`src/rtl/gbn_pkg.sv`:
```
package gbn_pkg;

  localparam int SEQ_W     = 3;
  localparam int PAYLOAD_W = 32;

  localparam logic [SEQ_W-1:0] MAX_SEQ = 3'd7;

  typedef enum logic [1:0] {
    CMD_NEW       = 2'd0,
    CMD_ARRIVE    = 2'd1,
    CMD_CKSUM_ERR = 2'd2,
    CMD_TIMEOUT   = 2'd3
  } cmd_t;

  typedef enum logic [1:0] {
    KIND_SENT    = 2'd0,
    KIND_ARRIVAL = 2'd1,
    KIND_REFUSED = 2'd2,
    KIND_NONE    = 2'd3
  } kind_t;

  typedef struct packed {
    kind_t                kind;
    logic [SEQ_W-1:0]     frame_seq;
    logic [SEQ_W-1:0]     frame_ack;
    logic [PAYLOAD_W-1:0] frame_payload;
    logic                 delivered;
    logic [PAYLOAD_W-1:0] delivered_payload;
    logic [SEQ_W-1:0]     outstanding;
    logic                 network_ready;
    logic                 last;
  } result_t;

endpackage

```
`src/rtl/gbn_send_store.sv`:
```
module gbn_send_store (
  input  logic                          clk,
  input  logic                          wr_en,
  input  logic [gbn_pkg::SEQ_W-1:0]     wr_addr,
  input  logic [gbn_pkg::PAYLOAD_W-1:0] wr_data,
  input  logic                          rd_en,
  input  logic [gbn_pkg::SEQ_W-1:0]     rd_addr,
  output logic [gbn_pkg::PAYLOAD_W-1:0] rd_data
);
  import gbn_pkg::*;

  logic [PAYLOAD_W-1:0] mem [2**SEQ_W];
  logic [PAYLOAD_W-1:0] rd_data_r;

  always_ff @(posedge clk) begin
    if (wr_en) begin
      mem[wr_addr] <= wr_data;
    end
  end

  always_ff @(posedge clk) begin
    if (rd_en) begin
      rd_data_r <= mem[rd_addr];
    end
  end

  assign rd_data = rd_data_r;

endmodule

```
`src/rtl/gbn_out_reg.sv`:
```
module gbn_out_reg (
  input  logic             clk,
  input  logic             rst_n,
  input  logic             load,
  input  gbn_pkg::result_t din,
  input  logic             out_stall,
  output logic             out_valid,
  output gbn_pkg::result_t dout,
  output logic             free
);
  import gbn_pkg::*;

  logic    valid_r;
  logic    valid_nxt;
  result_t data_r;

  assign free = !valid_r || !out_stall;

  always_comb begin
    valid_nxt = valid_r && out_stall;
    if (load) begin
      valid_nxt = 1'b1;
    end
  end

  always_ff @(posedge clk) begin
    if (!rst_n) begin
      valid_r <= 1'b0;
    end else begin
      valid_r <= valid_nxt;
    end
  end

  always_ff @(posedge clk) begin
    if (load) begin
      data_r <= din;
    end
  end

  assign out_valid = valid_r;
  assign dout      = data_r;

endmodule

```
`src/rtl/go_back_n_window_engine_core.sv`:
```
// A new packet, an arrival, a checksum error or an idle timeout gives its one result: the
// registered transaction is worked on in the execute state, which waits for a free output register.
// A timeout replay reads the send store once per frame, for up to 7 frames, passing through the
// read state and then the emit state per frame, since the store's read port is registered.
// One input transaction is worked on at a time; in_stall holds off the next one until idle.
// Synchronous active-low reset clears the window pointers and counters; the store is not cleared.
module go_back_n_window_engine_core (
  input  logic                          clk,
  input  logic                          rst_n,
  input  logic                          in_valid,
  output logic                          in_stall,
  input  logic [1:0]                    in_command,
  input  logic [gbn_pkg::PAYLOAD_W-1:0] in_payload,
  input  logic [gbn_pkg::SEQ_W-1:0]     in_rx_seq,
  input  logic [gbn_pkg::SEQ_W-1:0]     in_rx_ack,
  output logic                          out_valid,
  input  logic                          out_stall,
  output logic [1:0]                    out_kind,
  output logic [gbn_pkg::SEQ_W-1:0]     out_frame_seq,
  output logic [gbn_pkg::SEQ_W-1:0]     out_frame_ack,
  output logic [gbn_pkg::PAYLOAD_W-1:0] out_frame_payload,
  output logic                          out_delivered,
  output logic [gbn_pkg::PAYLOAD_W-1:0] out_delivered_payload,
  output logic [gbn_pkg::SEQ_W-1:0]     out_outstanding,
  output logic                          out_network_ready,
  output logic                          out_last
);
  import gbn_pkg::*;

  typedef enum logic [3:0] {
    ST_IDLE = 4'b0001,
    ST_EXEC = 4'b0010,
    ST_READ = 4'b0100,
    ST_EMIT = 4'b1000
  } state_t;

  state_t               state_r, state_nxt;
  cmd_t                 cmd_r, cmd_nxt;
  logic [PAYLOAD_W-1:0] pay_r, pay_nxt;
  logic [SEQ_W-1:0]     rseq_r, rseq_nxt;
  logic [SEQ_W-1:0]     rack_r, rack_nxt;
  logic [SEQ_W-1:0]     nss_r, nss_nxt;
  logic [SEQ_W-1:0]     old_r, old_nxt;
  logic [SEQ_W-1:0]     exp_r, exp_nxt;
  logic [SEQ_W-1:0]     fo_r, fo_nxt;
  logic [SEQ_W-1:0]     ptr_r, ptr_nxt;
  logic [SEQ_W-1:0]     left_r, left_nxt;
  logic [SEQ_W-1:0]     ack_span;

  logic                 wr_en;
  logic                 rd_en;
  logic [PAYLOAD_W-1:0] rd_data;
  logic                 load;
  logic                 out_free;
  result_t              res;
  result_t              dout;

  gbn_send_store u_store (
    .clk     (clk),
    .wr_en   (wr_en),
    .wr_addr (nss_r),
    .wr_data (pay_r),
    .rd_en   (rd_en),
    .rd_addr (ptr_r),
    .rd_data (rd_data)
  );

  gbn_out_reg u_out (
    .clk       (clk),
    .rst_n     (rst_n),
    .load      (load),
    .din       (res),
    .out_stall (out_stall),
    .out_valid (out_valid),
    .dout      (dout),
    .free      (out_free)
  );

  assign in_stall = (state_r != ST_IDLE);
  assign ack_span = rack_r - old_r;

  always_comb begin
    state_nxt = state_r;
    cmd_nxt   = cmd_r;
    pay_nxt   = pay_r;
    rseq_nxt  = rseq_r;
    rack_nxt  = rack_r;
    nss_nxt   = nss_r;
    old_nxt   = old_r;
    exp_nxt   = exp_r;
    fo_nxt    = fo_r;
    ptr_nxt   = ptr_r;
    left_nxt  = left_r;
    wr_en     = 1'b0;
    rd_en     = 1'b0;
    load      = 1'b0;
    res       = '0;
    res.kind  = KIND_NONE;
    unique case (state_r)
      ST_IDLE: begin
        if (in_valid) begin
          cmd_nxt   = cmd_t'(in_command);
          pay_nxt   = in_payload;
          rseq_nxt  = in_rx_seq;
          rack_nxt  = in_rx_ack;
          state_nxt = ST_EXEC;
        end
      end
      ST_EXEC: begin
        unique case (cmd_r)
          CMD_NEW: begin
            if (out_free) begin
              load = 1'b1;
              if (fo_r == MAX_SEQ) begin
                res.kind = KIND_REFUSED;
              end else begin
                wr_en             = 1'b1;
                fo_nxt            = fo_r + 3'd1;
                nss_nxt           = nss_r + 3'd1;
                res.kind          = KIND_SENT;
                res.frame_seq     = nss_r;
                res.frame_ack     = exp_r - 3'd1;
                res.frame_payload = pay_r;
              end
              state_nxt = ST_IDLE;
            end
          end
          CMD_ARRIVE: begin
            if (out_free) begin
              load     = 1'b1;
              res.kind = KIND_ARRIVAL;
              if (rseq_r == exp_r) begin
                exp_nxt               = exp_r + 3'd1;
                res.delivered         = 1'b1;
                res.delivered_payload = pay_r;
              end
              if (fo_r != '0 && ack_span < fo_r) begin
                fo_nxt  = fo_r - ack_span - 3'd1;
                old_nxt = rack_r + 3'd1;
              end
              state_nxt = ST_IDLE;
            end
          end
          CMD_CKSUM_ERR: begin
            if (out_free) begin
              load      = 1'b1;
              state_nxt = ST_IDLE;
            end
          end
          CMD_TIMEOUT: begin
            if (fo_r == '0) begin
              if (out_free) begin
                load      = 1'b1;
                state_nxt = ST_IDLE;
              end
            end else begin
              ptr_nxt   = old_r;
              left_nxt  = fo_r;
              state_nxt = ST_READ;
            end
          end
          default: begin
            state_nxt = ST_IDLE;
          end
        endcase
      end
      ST_READ: begin
        rd_en     = 1'b1;
        state_nxt = ST_EMIT;
      end
      ST_EMIT: begin
        if (out_free) begin
          load              = 1'b1;
          res.kind          = KIND_SENT;
          res.frame_seq     = ptr_r;
          res.frame_ack     = exp_r - 3'd1;
          res.frame_payload = rd_data;
          ptr_nxt           = ptr_r + 3'd1;
          left_nxt          = left_r - 3'd1;
          if (left_r == 3'd1) begin
            nss_nxt   = ptr_r + 3'd1;
            state_nxt = ST_IDLE;
          end else begin
            state_nxt = ST_READ;
          end
        end
      end
      default: begin
        state_nxt = ST_IDLE;
      end
    endcase
    res.outstanding   = fo_nxt;
    res.network_ready = (fo_nxt != MAX_SEQ);
    res.last          = (state_nxt == ST_IDLE);
  end

  always_ff @(posedge clk) begin
    if (!rst_n) begin
      state_r <= ST_IDLE;
      nss_r   <= '0;
      old_r   <= '0;
      exp_r   <= '0;
      fo_r    <= '0;
    end else begin
      state_r <= state_nxt;
      nss_r   <= nss_nxt;
      old_r   <= old_nxt;
      exp_r   <= exp_nxt;
      fo_r    <= fo_nxt;
    end
  end

  always_ff @(posedge clk) begin
    cmd_r  <= cmd_nxt;
    pay_r  <= pay_nxt;
    rseq_r <= rseq_nxt;
    rack_r <= rack_nxt;
    ptr_r  <= ptr_nxt;
    left_r <= left_nxt;
  end

  assign out_kind              = dout.kind;
  assign out_frame_seq         = dout.frame_seq;
  assign out_frame_ack         = dout.frame_ack;
  assign out_frame_payload     = dout.frame_payload;
  assign out_delivered         = dout.delivered;
  assign out_delivered_payload = dout.delivered_payload;
  assign out_outstanding       = dout.outstanding;
  assign out_network_ready     = dout.network_ready;
  assign out_last              = dout.last;

endmodule

```
`config.mk`:
```
export PLATFORM = sky130hd
export DESIGN_NAME = go_back_n_window_engine_core
export DESIGN_NICKNAME = d
export VERILOG_FILES = /design/src/rtl/gbn_pkg.sv /design/src/rtl/gbn_send_store.sv /design/src/rtl/gbn_out_reg.sv /design/src/rtl/go_back_n_window_engine_core.sv
export SDC_FILE = /design/constraint.sdc
export NUM_CORES = 1
export LEC_CHECK = 0
export ABC_AREA = 1
export BUFFER_PORTS_ARGS = -buffer_cell sky130_fd_sc_hd__buf_2
export CAP_MARGIN = 25
export CORE_MARGIN = 2
export CORE_UTILIZATION = 55
export CTS_BUF_LIST = sky130_fd_sc_hd__clkbuf_16
export DETAILED_ROUTE_END_ITERATION = 6
export HOLD_SLACK_MARGIN = 0.1
export PLACE_DENSITY = 0.74
export SYNTH_ARGS = -nofsm -noshare
export SYNTH_HDL_FRONTEND = slang
export SYNTH_HIERARCHICAL = 1
export SYNTH_SLANG_ARGS = --single-unit
```
`constraint.sdc`:
```
create_clock -name clk -period 9.38 [get_ports clk]
set_input_delay 1.407 -clock clk [delete_from_list [all_inputs] [get_ports clk]]
set_output_delay 1.407 -clock clk [all_outputs]
set_load 0.05 [all_outputs]
```
Yosys cells after proc, flatten, opt, wreduce, memory -nomap -nowiden:

Memory sizes are Yosys's and may differ from the RTL's. A register that Yosys moved wholly into a read port is not among the register bits.
Index checks and enable logic that the tools add are counted.

* bits in read-only memories: 0
* memories kept: 1
* output and inout port bits: 80
* bits in writable memories: 256
* register bits after elaboration: 141
* input bits: 44
* bits in latches: 0

* multiply operators: 0
* shift operators: 0
* reductions and logical operators: 16
* add/subtract/negate cells: 10
* bitwise logic cells: 0
* $lt $le $gt $ge: 1
* muxes and demuxes: 48
* divide/modulo/power cells: 0
* equality and inequality tests: 20

Memory list
* u_store.mem: words 8, bits a word 32, read ports 1, clocked after memory_dff 1, wr ports 1, line gbn_send_store.sv:12 `logic [PAYLOAD_W-1:0] mem [2**SEQ_W];`

Operators by type and width (number)
* 2-to-1 mux 40 bit: 2
* one-hot mux 40 bit (2 select lines): 1
* 2-to-1 mux 38 bit: 2
* 2-to-1 mux 3 bit: 17
* 2-to-1 mux 33 bit: 1
* one-hot mux 3 bit (2 select lines): 4
* 2-to-1 mux 4 bit: 4
* one-hot mux 4 bit (4 select lines): 1
* adder 3 x 1 -> 3 bit, second input constant: 5
* AND reduction 4 bit: 3
* 2-to-1 mux 1 bit: 10
* inequality test 2 bit, second input constant: 5
* subtractor 3 x 1 -> 3 bit, second input constant: 3
* equality test 4 x 1 -> 1 bit, second input constant: 2
* one-hot mux 4 bit (2 select lines): 1
* AND reduction 6 bit: 1
* subtractor 3 bit: 2
* equality test 2 bit, second input constant: 2
* equality test 4 x 2 -> 1 bit, second input constant: 1
* equality test 4 x 3 -> 1 bit, second input constant: 1
* equality test 4 bit, second input constant: 1
* 2-to-1 mux 2 bit: 2
* inequality test 2 x 1 -> 1 bit, second input constant: 2
* inequality test 4 x 1 -> 1 bit, second input constant: 1
* 18 further kinds: 21

Depth between registers and ports, before layout:

Gate-level depths: netlist of run 1.

* word-level depth: 8
* depth in mapped cells: 18
* depth with buffers taken out: 18

Cells and area by module:

The synthesis of run 1 kept the hierarchy.

By module, submodules not included
* gbn_send_store: area each 12192.9 µm², instances 1, sequential area each 8648.3 µm², cells each 1156
* go_back_n_window_engine_core: area each 3490.8 µm², instances 1, sequential area each 1701.6 µm², cells each 427
* gbn_out_reg: area each 2384.8 µm², instances 1, sequential area each 2362.3 µm², cells each 83

Worst setup path before layout of run 1:

No wires, ideal clock.

* path kind: input to register
* start point: input port out_stall
* end point: register u_out.data_r, in the netlist u_out/dout[0], enable pin
* path buffers: 1
* setup time: 0.439 ns
* data required time: 8.941 ns
* arrival: 3.403 ns
* slack: 5.538 ns
* stages on the path: 4
* path through: nand2_2 buf_4 nand2_1 nand2_1

* cells in the longest elaborated chain, start to end: 6

Ends and longest elaborated chain
* start: declaration: line go_back_n_window_engine_core.sv:17 `input logic out_stall,`
* logical NOT 1 bit (*): line gbn_out_reg.sv:17 `assign free = !valid_r || !out_stall;`
* logical OR 1 bit (*): line gbn_out_reg.sv:17
* 2-to-1 mux 1 bit (*)
* 2-to-1 mux 1 bit: line go_back_n_window_engine_core.sv:151 `if (fo_r == '0) begin`
* one-hot mux 1 bit (2 select lines): line go_back_n_window_engine_core.sv:110 `unique case (cmd_r)`
* one-hot mux 1 bit (2 select lines) (*): line go_back_n_window_engine_core.sv:99 `unique case (state_r)`
* named net load: line go_back_n_window_engine_core.sv:53 `logic load;`
* end signal: assignment: line gbn_out_reg.sv:36 `data_r <= din;`
* end: declaration: line gbn_out_reg.sv:15 `result_t data_r;`

Mark *: on every way through the listed nets, which the timed path passes. The rest lies on a longest branch.
A chain may end at the register's enable or synchronous reset.

Final worst setup path of run 1:

* start point: input port out_stall
* end point: memory u_store.mem[5][15], enable pin

* cells in the longest elaborated chain, start to end: 7

Ends and longest elaborated chain
* logical NOT 1 bit: line gbn_out_reg.sv:17
* logical OR 1 bit: line gbn_out_reg.sv:17
* named net out_free: line go_back_n_window_engine_core.sv:54 `logic out_free;`
* 2-to-1 mux 1 bit: line go_back_n_window_engine_core.sv:112 `if (out_free) begin`
* 2-to-1 mux 1 bit: line go_back_n_window_engine_core.sv:110
* 2-to-1 mux 1 bit: line go_back_n_window_engine_core.sv:99
* named net wr_en: line go_back_n_window_engine_core.sv:50 `logic wr_en;`
* 2-to-1 mux 1 bit: line gbn_send_store.sv:16 `if (wr_en) begin`
* 2-to-1 mux 1 bit (not written as such): line gbn_send_store.sv:17 `mem[wr_addr] <= wr_data;`
* end: declaration: line gbn_send_store.sv:12

The timed path passes the listed nets, and every way through them passes these cells.

==> results of run 1 <==
==> report_power, final <==
part / leakage [uW] / internal (uW) / switching (uW)
combinational: 0.00433 / 36.9 / 111
sequential: 0.00377 / 2130 / 34.1
clock: 0.000679 / 932 / 697
==> metrics by stage <==
step | utilization | cell area (um2) | power (uW) | hold WS [ps]
final | 0.6338 | 20570 | 3945 | 507.7
after global routing | 0.6338 | 20570 | 4062 | 551.5
after CTS | 0.6281 | 20380 | 3964 | 507.9
after detailed placement | 0.5868 | 19040 | 2354 | 499.8
after global placement | 0.5847 | 18980 | 2348 | 475.5
after floorplan | - | 18070 | 2299 | 455.0
==> kinds of logic after synthesis <==
group                      Yosys count  synth area share
and+or+nand+nor                    746            0.1699
xor gates and xnor gates            10          0.004847
buffers and inverters              404           0.09258
adders and majority gates           15           0.01122
AOI/OAI and AO/OA                   62           0.01794
DFF                                429            0.7036
==> worst max path at each step <==
| stage | to | slack [ps] | cells past startpoint |
|---|---|---|---|
| floorplan | u_out/dout[0] | 5540 | 4 |
| global placement | u_store/mem[7][24] | 5640 | 8 |
| detailed placement | u_store/mem[1][18] | 5560 | 8 |
| CTS | u_store/mem[1][19] | 6120 | 8 |
| global route | u_store/rd_data[6] | 6050 | 7 |
| finish | u_store/mem[5][15] | 6150 | 8 |
==> worst max-delay path, cell delays in order <==
cell	delay, ps
buf_2	100
nand2_2	210
nand2_1	110
nor2_2	150
inv_2	70
nor2_4	160
nand2_1	260
nor2_4	890
==> sequential cells by signal (all words and copies together), names as in the netlist, 4 cells and up <==
register,flops
u_store/mem,256
u_out/dout,78
pay_r,32
u_store/rd_data,32
state_r,4
==> per-layer routing <==
layer | GRT usage | vias up | wire length (um)
li1 | - | 5555 | -
met3 | 0.03067 | 67 | 1821
met5 | 0 | - | 0
met1 | 0.2762 | 5463 | 15420
met4 | 0.07492 | 0 | 808
met2 | 0.3739 | 327 | 18340
==> final cells by class <==
cell class                      count  area share
Sequential cell                   429      0.6180
Multi-Input combinational cell    833      0.1824
Inverter                          344     0.06283
Clock buffer                       44     0.05353
Timing Repair Buffer              140     0.04477
Tap cell                          442     0.02689
Clock inverter                     33     0.01162
==> cells in the mapped netlist <==
cell	number
a21oi_1	12
a21oi_2	1
a22o_1	1
buf_1	5
buf_2	26
buf_4	9
buf_6	12
clkbuf_1	8
dfxtp_1	17
edfxtp_1	412
fa_1	2
ha_1	13
inv_1	335
inv_2	9
nand2_1	520
nand2_2	3
nand3_1	145
nand3_4	1
nand3b_1	2
nand4_1	3
nor2_1	62
nor2_2	3
nor2_4	3
nor3_1	2
nor3_2	1
nor3_4	1
o211ai_1	1
o21ai_0	15
o21ai_1	31
o21ai_2	1
xnor2_1	4
xor2_1	6
==> flow_summary.ini, run 1 <==
[status]
status = finished clean

[timing]
slew_viol_final = 0
setup_ws_ps = 6153
max_freq_mhz = 309.9
hold_viol_final = 0
worst_slew_pin_slew_ps = 1054
min_period_over_period = 0.3440
finalSetupTns_ps = 0
setup-violations-final = 0
slew_headroom = 0.2958
finalClockSkew_ps = 25.13
rsz0062_at_grt = no
finalCriticalPeriod_ps = 3227

[floorplan]
die_y_um = 185.3
core-area_mm2 = 0.03245
die-area_mm2 = 0.03432
initial_core_util = 0.5568
ioPinCount = 124
fp.dieW_um = 185.3
rows = 66

[pwr]
power_density_mw_per_mm2 = 191.8
peakVddDrop_uv = 161.3
leakage_uw = 0.008782

[synth]
synth_cell_types = 32
synth.area.top_cells = edfxtp_1, nand2_1, inv_1
mappedNetlistNets = 1725
netlist_instances = 1666
synth_seq_cells = 429
syn_area_mm2 = 0.01807
synth-warning-count = 6
synth_top_area_cell = edfxtp_1
netlist.area_leader.share = 0.6847
syn_area_per_cell_um2 = 10.85
synth-seq-area-share = 0.7036

[place]
globalplace.congestion = 0.8372
post-place-ws_ps = 5557
dp_cells = 2181
dp_hpwl_um = 20780
port_buffers = 123

[clock_tree]
clockRootBuffer = clkbuf_16
path_clk_slew_ps = 60
cts.sinks = 429
cts_tree = yes
cts_buffers = 43
post_cts_resized = 0
clk_latency_ps = 560
cts_setup_buffers = 0
ctsLongestPathBuffers = 3
postCtsHoldBufs = 0
h-tree-depth = 2

[setup_path]
critPathMaxFanout = 32
r2r_slack_ps = 6300
reg2reg_depth = 7
reg2reg_from = ptr_r[0]
end_kind = flip-flop
crit_type = primary input to flip-flop
worstPathRequired_ps = 9540
start_kind = primary input
r2r_end = u_store/rd_data[13]
cp.arrival_ps = 3380
crit_start = out_stall

[hold_path]
hp-start = rack_r[0]
hold_depth = 1
hold_path_end = old_r[0]
hold_class = flip-flop to flip-flop

[cells_and_area]
nFillCells = 2454
layout_commonest_cell = nand2_1
seq_area_mm2 = 0.01271
stdcell_count = 2265
layout_common_cells = nand2_1, edfxtp_1, inv_1
n_antenna_cell = 0
drive_above_1_share = 0.1256
area_growth_pct = 13.84
multi_input_area_mm2 = 0.003751
nets = 1850

[global_route]
grt_pass1_wl_um = 57450
grt.overflow.total = 0
antenna_found_initial = 0
grt_pass1_vias = 11420
grt_max_degree = 92
grt_usage = 0.2147

[route]
wl_per_cell_um = 16.07
dr.pass1.iters = 5
drtIter0Drc = 941
vias_per_cell = 5.038
drcViolationCount = 0
vias = 11410
ant_nets = 0
drt_wl_total_um = 36400

[flow_run]
maxCapViolations = 0
Note: power is estimated with default switching activity, not from simulation.
==> run 2, diff against run 1 <==
Settings changed: CORE_UTILIZATION 55 to 54, PLACE_DENSITY 0.74 to 0.75.
Clock period 9.38 ns to 2.8 ns, I/O delays scaled along.
==> run 2 against run 1 <==
Against the previous run:
- critical path depth rose by 8
- global-route usage about the same
- non-clock buffer count is 50 higher
- via count increased by 2.8%
- clock power rose to 3.4 times the previous value
- sequential share of layout area decreased by 1.4 points
- critical path type is now flip-flop to flip-flop
==> flow_summary.ini, run 2 (synthesis gave the netlist of run 1 again) <==
[hold_path]
hold_class = primary input to flip-flop

[clock_tree]
cts.sinks = 429
h-tree-depth = 2
clockRootBuffer = clkbuf_16
path_clk_slew_ps = 60
clk_latency_ps = 530
cts_buffers = 44
cts_setup_buffers = 0
cts_tree = yes
ctsLongestPathBuffers = 3

[floorplan]
ioPinCount = 124
fp.dieW_um = 186.9
core-area_mm2 = 0.03278
die_y_um = 186.9
die-area_mm2 = 0.03494
initial_core_util = 0.5511
rows = 66

[setup_path]
cpLargestDelayFamily = adder cells
cp_cell_sequence = inv_1 > ha_1 > inv_1 > fa_1 > xnor2_1 > xor2_1 > ha_1 > inv_1 > nand2_1 > nand2_1 > nor2_1 > nand3_1 > nand3_1 > nand2_1 > nand2_1 > nand2_1
cp_common_cell = nand2_1
crit_type = flip-flop to flip-flop
start_kind = flip-flop
cp.buffers_inverters = 3
critPathMaxFanout = 3
worstPathRequired_ps = 3100
cp_slowest_stage_delay_ps = 410
slowest_stage = edfxtp_1
cp.arrival_ps = 2880
end_kind = flip-flop

[global_route]
grt_pass1_wl_um = 59740
grt_usage = 0.2150
grt.overflow.total = 0
grt_pass1_vias = 11920
grt_max_degree = 131
antenna_found_initial = 1

[pwr]
p_total_uw = 13270
swShare = 0.2100
leakage_uw = 0.009029
peakVddDrop_uv = 511.2
seqPwrFrac = 0.547
p_comb_frac = 0.041
clkPwrFrac = 0.412
p_int_uw = 10480
power_density_mw_per_mm2 = 630.6
netSwitchingPower_uw = 2788

[place]
post-place-ws_ps = 198.5
port_buffers = 123
globalplace.congestion = 0.8797
dp_hpwl_um = 21940
dp_cells = 2198

[cells_and_area]
stdcell_count = 2319
nets = 1901
drive_above_1_share = 0.1295
nFillCells = 2386
layout_common_cells = nand2_1, edfxtp_1, inv_1
multi_input_area_mm2 = 0.003754
area_growth_pct = 16.49
largest_register_ffs = 256
top_register = u_store/mem
seq_area_mm2 = 0.01271
layout_commonest_cell = nand2_1

[timing]
finalClockSkew_ps = 13.84
min_period_over_period = 0.9247
max_freq_mhz = 386.2
slew_headroom = 0.5985
hold_viol_final = 0
worst_slew_pin_slew_ps = 602.3
slew_viol_final = 0
setup_ws_ps = 210.9
finalCriticalPeriod_ps = 2589
setup-violations-final = 0

[route]
ant_nets = 0
wl_per_cell_um = 16.29
vias = 11740
drcViolationCount = 0
dr.pass1.iters = 5
drtIter0Drc = 951
drt_wl_total_um = 37780
vias_per_cell = 5.061

[flow_run]
maxCapViolations = 0

[status]
status = finished clean
## run 2: changes by cell type in the layout (fill, tap and decap cells not counted), moves of 2 or more
cell and change:
buf_12 +10, clkinv_1 -4, buf_16 -7, clkinv_2 +6
dlygate4sd3_1 +40, clkinv_4 -2, buf_4 +7, inv_1 +4
## run 2: per-layer routing
layer  global-route usage  share of wire  vias to the layer above
met4              0.06807          0.021                        0
met5                    0              0                        -
li1                     -              -                     5656
met2               0.3876           0.52                      384
met3              0.03340          0.058                       70
met1               0.2665           0.40                     5627
## run 2: worst paths after layout
kind                                 from       endpoint  slack, ps  cells after the start
worst max-delay path            rack_r[0]  u_out/dout[1]        210                     16
worst min-delay path                rst_n     state_r[0]        240                      2
worst max register to register  rack_r[0]  u_out/dout[1]        210                     16
worst min register to register  rack_r[0]       old_r[0]        490                      1
## run 2: power groups by stage
stage | Sequential [uW] | Combinational, uW | Clock [uW]
final | 7260 | 550 | 5470
after CTS | 7260 | 549 | 5570
after detailed placement | 7390 | 505 | 0
after floorplan | 7480 | 226 | 0
after global placement | 7380 | 495 | 0
after global routing | 7270 | 595 | 5820
## run 2: cell type report
type	count	area share
well taps	442	0.02628
clock buffers	45	0.05350
multi-input cells	833	0.1783
repair buffers	190	0.06563
clock inverters	35	0.01076
flip-flops and latches	429	0.6040
diodes	1	0.0001189
inverters	344	0.06141
## run 2: through the flow
stage               instance area [um2]  hold WS (ps)  TNS [ps]    util
floorplan                         18070         455.0    -31180       -
global placement                  19290         463.9         0  0.5884
detailed placement                19290         481.5         0  0.5884
CTS                               21040         212.8         0  0.6419
global route                      21050         243.3    -6.736  0.6420
finish                            21050         239.5         0  0.6420
## run 2: what timing repair did
item,4_1_cts,5_1_grt
resized for setup,0,1
hold endpoints to repair,40,0
hold buffers,40,0
endpoints found under the setup margin,0,2
